--- src/hw/rtl/fbpa_pkg.sv ---
`timescale 1ns / 1ps

package fbpa_pkg;

   // Default build values
   localparam int DEF_FAST_SLOTS   = 4;
   localparam int DEF_REGION_BYTES = 32768;
   localparam int DEF_HEADER_BYTES = 16;
   localparam int DEF_ALIGN_BYTES  = 8;

   // Fixed field widths
   localparam int ADDR_W  = 15;   // byte offset inside the region
   localparam int RSIZE_W = 16;   // request size
   localparam int ELEM_W  = 11;   // element_size register
   localparam int BLOCK_W = 15;   // block_size register
   localparam int ES_W    = 12;   // effective element size, up to 2048
   localparam int CSR_AW  = 3;
   localparam int CSR_DW  = 32;

   // Link memory
   localparam int LINK_DEPTH = 4096;
   localparam int LINK_AW    = 12;

   // Register reset values
   localparam logic [ELEM_W-1:0]  ELEM_RESET  = 11'd8;
   localparam logic [BLOCK_W-1:0] BLOCK_RESET = 15'd4080;

   // Register indexes (csr_paddr[2])
   localparam logic REG_ELEMENT_SIZE = 1'b0;
   localparam logic REG_BLOCK_SIZE   = 1'b1;

   // Operation codes
   localparam logic OP_GET = 1'b0;
   localparam logic OP_PUT = 1'b1;

   typedef enum logic [1:0] {
      ST_OK        = 2'd0,
      ST_BAD_SIZE  = 2'd1,
      ST_EXHAUSTED = 2'd2
   } status_type;

   // Fast slot bank command and status
   typedef struct packed {
      logic              take;
      logic              put;
      logic [ADDR_W-1:0] put_addr;
   } slot_cmd_type;

   typedef struct packed {
      logic              any_full;
      logic              has_empty;
      logic [ADDR_W-1:0] take_addr;
   } slot_stat_type;

   // Finished result from the controller
   typedef struct packed {
      logic              valid;
      logic [ADDR_W-1:0] granted;
      status_type        status;
   } result_type;

endpackage

--- src/hw/rtl/fbpa_cfg.sv ---
`timescale 1ns / 1ps

module fbpa_cfg #(
   parameter int ALIGN_BYTES = fbpa_pkg::DEF_ALIGN_BYTES
) (
   input  logic                          clock,
   input  logic                          reset,
   input  logic                          csr_psel,
   input  logic                          csr_penable,
   input  logic                          csr_pwrite,
   input  logic [fbpa_pkg::CSR_AW-1:0]   csr_paddr,
   input  logic [fbpa_pkg::CSR_DW-1:0]   csr_pwdata,
   output logic [fbpa_pkg::CSR_DW-1:0]   csr_prdata,
   output logic                          csr_pready,
   output logic [fbpa_pkg::ES_W-1:0]     eff_size,
   output logic [fbpa_pkg::BLOCK_W-1:0]  block_size
);

   import fbpa_pkg::*;

   logic [ELEM_W-1:0]  elem_ff,  elem_in;
   logic [BLOCK_W-1:0] block_ff, block_in;
   logic               wr_en;
   logic [ES_W-1:0]    elem_up;

   assign csr_pready = 1'b1;
   assign wr_en      = csr_psel & csr_penable & csr_pwrite & csr_pready;

   // Register write decode
   always_comb begin
      elem_in  = elem_ff;
      block_in = block_ff;
      if (wr_en) begin
         unique case (csr_paddr[2])
            REG_ELEMENT_SIZE: elem_in  = csr_pwdata[ELEM_W-1:0];
            REG_BLOCK_SIZE:   block_in = csr_pwdata[BLOCK_W-1:0];
            default: ;
         endcase
      end
   end

   always_ff @(posedge clock) begin
      if (reset) begin
         elem_ff  <= ELEM_RESET;
         block_ff <= BLOCK_RESET;
      end else begin
         elem_ff  <= elem_in;
         block_ff <= block_in;
      end
   end

   // Read mux
   always_comb begin
      unique case (csr_paddr[2])
         REG_ELEMENT_SIZE: csr_prdata = CSR_DW'(elem_ff);
         REG_BLOCK_SIZE:   csr_prdata = CSR_DW'(block_ff);
         default:          csr_prdata = '0;
      endcase
   end

   // Element size rounded up to the alignment; zero counts as one alignment unit
   assign elem_up  = (ES_W'(elem_ff) + ES_W'(ALIGN_BYTES - 1)) & ~ES_W'(ALIGN_BYTES - 1);
   assign eff_size = (elem_up == '0) ? ES_W'(ALIGN_BYTES) : elem_up;

   assign block_size = block_ff;

endmodule

--- config.mk ---
export PLATFORM = sky130hd
export DESIGN_NAME = fbpa_cfg
export DESIGN_NICKNAME = d
export VERILOG_FILES = /design/src/hw/rtl/fbpa_pkg.sv /design/src/hw/rtl/fbpa_cfg.sv
export SDC_FILE = /design/constraint.sdc
export NUM_CORES = 1
export LEC_CHECK = 0
export BUFFER_PORTS_ARGS = -buffer_cell sky130_fd_sc_hd__buf_2
export CAP_MARGIN = 20
export CORE_MARGIN = 1
export CORE_UTILIZATION = 30
export CTS_CLUSTER_DIAMETER = 30
export DETAILED_ROUTE_END_ITERATION = 12
export SYNTH_ARGS = -nofsm -noshare
export SYNTH_HDL_FRONTEND = slang
export SYNTH_SLANG_ARGS = --single-unit
--- constraint.sdc ---
create_clock -name clock -period 1.3 [get_ports clock]
set_input_delay 0.26 -clock clock [delete_from_list [all_inputs] [get_ports clock]]
set_output_delay 0.26 -clock clock [all_outputs]
set_load 0.01 [all_outputs]
* After elaboration in Yosys (flattened, before gate mapping)
Cells that the tools add are included.
** Word-level totals
- Bits in registers :: 26
- Bits of input ports :: 40
- Output and inout bits :: 60
- Logic and storage cells :: 11
** Cells by class
- Add/sub/neg operators :: 1
- Multiplexer cells :: 2
- Bitwise logic cells :: 3
- Reduce and logical (&&, ||, !) cells :: 3
** Operator list (number)
- one-hot mux 32 bit (2 select lines) :: 1
- adder 11 x 3 -> 12 bit (second input constant) :: 1
- zero test 12 bit :: 1
- 2-to-1 mux 12 bit :: 1
- AND reduction 2 bit :: 2
- AND 1 bit :: 2
- inverter 1 bit :: 1

* Longest topological paths before layout
- Depth after elaboration :: 3
- Mapped depth :: 5
- Gate-level depth less buffers :: 3

* Least setup slack after synthesis
Ideal clock, no wire load.
- Kind :: register to output
- Start point :: register elem_ff[4]
- End point :: output eff_size[9] (netlist name)
- Arrival :: 1043 ps
- Required time :: 1040 ps
- Path slack :: -3 ps
- Cell stages (with the launch flop) :: 5
- Path buffers :: 1
- Cell sequence :: dfxtp_1 clkbuf_2 nand3_1 nor3_2 xor2_1
** Between the ends
- Longest elaborated chain between the ends :: 3
** RTL lines
- start, declared :: line fbpa_cfg.sv:21 : logic [ELEM_W-1:0] elem_ff, elem_in;
- start signal, assigned :: line fbpa_cfg.sv:47 : elem_ff <= elem_in;
- adder 11 x 3 -> 12 bit (*) :: line fbpa_cfg.sv:62 : assign elem_up = (ES_W'(elem_ff) + ES_W'(ALIGN_BYTES - 1)) & ~ES_W'(ALIGN_BYTES - 1);
- zero test 12 bit :: line fbpa_cfg.sv:63 : assign eff_size = (elem_up == '0) ? ES_W'(ALIGN_BYTES) : elem_up;
- 2-to-1 mux 12 bit (*) :: line fbpa_cfg.sv:63
- end, declared :: line fbpa_cfg.sv:15 : output logic [fbpa_pkg::ES_W-1:0] eff_size,
Every way passes the cells marked *; elsewhere a longest branch is shown, timed or not.

* Final worst setup path
- Start point :: register elem_ff[0]
- End point :: output eff_size[11] (netlist name)
The elaborated chain is that of the path after synthesis.

==> impl_metrics.py <==
metrics = {
    "outcome": {
        "status": "finished with violations",
        "violations": "setup timing",
    },
    "synthesis": {
        "synth_fa_ha_area_frac": 0,
        "synth-seq-cells": 26,
        "netlist.area_leader.share": 0.355,
        "synth_ff_type": "dfxtp_1",
        "ys_types": 29,
        "synth_area_leaders": "dfxtp_1 (36%), nand2_1 (14%), buf_4 (11%)",
        "synth.area.mux_share": 0.0769,
        "synth_cells": 182,
        "synth_commonest_cells": "nand2_1 (56), dfxtp_1 (26), buf_4 (22)",
        "synth_top_cell_by_area": "dfxtp_1",
        "yosysMostFrequentCell": "nand2_1",
        "synthXorXnorAreaFrac": 0.0418,
        "synth_area_per_cell_um2": 8.05,
        "syn_area_mm2": 0.00147,
        "synthSimpleGateAreaFrac": 0.276,
        "synth-compound-area-share": 0.0880,
        "synthArstFlopShare": 0,
        "seq_area_frac_synth": 0.355,
        "yosysWarnings": 0,
        "synth_edf_count": 0,
        "synth_top_family_by_area": "simple AND/OR/NAND/NOR gates",
    },
    "worst_setup_path": {
        "cp.arrival_ps": 1370,
        "required_ps": 1040,
        "reg2regPathDepth": 4,
        "crit_chain": "o31ai_4 > buf_6 > nor3_2 > and3_1 > buf_2",
        "cp-startpoint": "elem_ff[0]",
        "critPathKind": "reg -> out",
        "cp-start-kind": "flip-flop",
        "rr_endpoint": "elem_ff[6]",
        "regToRegStartpoint": "elem_ff[6]",
        "rrSetupSlack_ps": 440,
        "cp_slowest_stage_delay_ps": 350,
        "cp-end-kind": "primary output",
        "worst-path-max-fanout": 5,
        "slowest_stage": "dfxtp_2",
    },
    "placement": {
        "dpl.cell_count": 314,
        "pre_cts_ws_ps": -126,
        "io_buffers": 59,
        "gp_congestion": 0.729,
        "hpwl_um": 2570,
    },
    "floorplanning": {
        "die_width_um": 71.9,
        "io_pins": 100,
        "dieArea_mm2": 0.00517,
        "fp.coreArea_mm2": 0.00472,
        "die_h_um": 71.9,
        "rows": 25,
        "initial_core_util": 0.310,
    },
    "pwr": {
        "ir_drop_uv": 304,
        "power.leakage_nw": 1.02,
        "powerDensity_mw_per_mm2": 787,
    },
    "final_layout": {
        "syn_to_final_growth_pct": 44.7,
        "diodes": 0,
        "fin_nets": 298,
        "drive_gt1_frac": 0.455,
        "fill_cells": 474,
        "postLayoutCoreUtil": 0.449,
        "final_cells": 324,
    },
    "hold_path": {
        "min_path_cells": 3,
        "hold_class": "in -> reg",
        "holdPathEnd": "block_size[11]",
        "hp-start": "csr_pwdata[11]",
    },
    "cts": {
        "path_clk_slew_ps": 90,
        "clock_latency_ps": 270,
        "clock_sinks": 26,
        "numCtsBuffers": 3,
        "cts_root_buf": "clkbuf_8",
        "cts_max_path_buffers": 2,
        "ctsHtreeMaxLevel": 1,
        "cts_tree": "yes",
    },
    "route": {
        "num_vias": 1374,
        "drt_iter0_drc": 42,
        "drc": 0,
        "ant_nets": 0,
        "first_pass_iters": 4,
        "vias_per_cell": 4.24,
        "wire_per_inst_um": 11.1,
        "routed_wirelength_um": 3610,
    },
    "global_routing": {
        "grt_util_met2": 0.249,
        "grt_remaining_overflow": 0,
        "antenna_found_initial": 0,
        "grt_util_met1": 0.185,
        "grt_max_degree": 27,
        "grt_util_met3": 0.0225,
        "grt-busiest-layer": "met2",
        "first_global_vias": 1231,
        "grt_use_total": 0.145,
        "grt_pass1_wl_um": 5780,
    },
    "sta": {
        "maxSlewViolCount": 0,
        "finalHoldViolCount": 0,
        "fin_tns_setup_ps": -3620,
        "setup_slack_ps": -334,
        "fin_worst_skew_ps": 0,
        "rsz0062_at_grt": "true",
        "holdWs_ps": 195,
        "setup_viol": 19,
        "min_period_ps": 1630,
        "clock.fmax_ghz": 0.612,
        "finalCritPeriodShare": 1.26,
    },
    "flow_run": {
        "drv_cap": 0,
    },
}
==> layout make-up <==
class                   count  area (µm²)  area share
flip-flops and latches     26         554       0.262
inverters                   1        6.26     0.00295
well taps                  67        83.8      0.0396
repair buffers             83         572       0.270
clock buffers               4        55.1      0.0260
multi-input cells         143         848       0.400
==> cells by family (layout without fill, tap and decap cells) <==
| group | count (synthesis) | after routing |
|---|---|---|
| AOI/OAI and AO/OA | 21 | 21 |
| and+or+nand+nor | 84 | 84 |
| buffers and inverters | 32 | 88 |
| xor gates and xnor gates | 7 | 7 |
| DFF | 26 | 26 |
| other | 2 | 21 |
| muxes | 10 | 10 |
==> per-stage QoR <==
stage          power (W)  cell area (µm²)
3_5_place_dp     0.00113             1830
4_1_cts          0.00169             2060
2_1_floorplan    0.00106             1540
3_3_place_gp     0.00112             1830
5_1_grt          0.00176             2120
6_report         0.00167             2120
==> worst max-delay path, delay by kind of cell (launching register included) <==
family                 cells  cell delay, ps
flip-flops                 1             350
buffers and inverters      2             290
AO/OA/AOI/OAI              1             240
AND/OR/NAND/NOR            2             220
==> how the worst max path moves through the flow <==
stage                     slack [ps]      endpoint  depth (start not counted)
after floorplan                   20   eff_size[9]                          3
after global placement          -130    elem_ff[5]                          4
after detailed placement        -130    elem_ff[5]                          4
after CTS                       -350   eff_size[6]                          5
after global routing            -420  eff_size[11]                          5
final                           -330  eff_size[11]                          5
==> state kept, by name, indices dropped and copies added, names as in the netlist <==
register    cells
block_size     15
elem_ff        11
==> report_power, final <==
group / internal [W] / switching, W / total (W)
combinational: 0.000158 / 0.000163 / 0.000322
sequential: 0.000805 / 0.0000214 / 0.000826
clock: 0.000271 / 0.000249 / 0.000520
==> routing by layer <==
metal / wire length, µm / up-vias / part of all wire
met5: 0 / - / 0
met4: 30 / 0 / 0.0083
met3: 161 / 4 / 0.045
met2: 1810 / 44 / 0.50
met1: 1610 / 618 / 0.45
li1: - / 708 / -
==> what timing repair did <==
action | CTS | global route
gates resized for setup | 44 | 8
setup buffers | 3 | 3
hold buffers | 0 | 0
setup endpoints to repair | 20 | 20
pin swaps | 8 | 1
==> placed cells by master (no fill, tap or decap), types with 2 or more instances in the layout <==
cell | Yosys | final
a21oi_1 | 17 | 17
and2_1 | 4 | 4
buf_2 | 3 | 49
buf_4 | 22 | 15
buf_6 | 3 | 19
clkbuf_8 | 0 | 4
conb_1 | 2 | 21
dfxtp_1 | 26 | 15
dfxtp_2 | 0 | 3
dfxtp_4 | 0 | 8
mux2_2 | 10 | 7
mux2_4 | 0 | 3
nand2_1 | 56 | 56
nand3_1 | 3 | 2
nand3b_1 | 9 | 9
nor3_4 | 0 | 2
xnor2_1 | 4 | 4
xor2_1 | 3 | 3
Note: power is estimated with default switching activity, not from simulation.
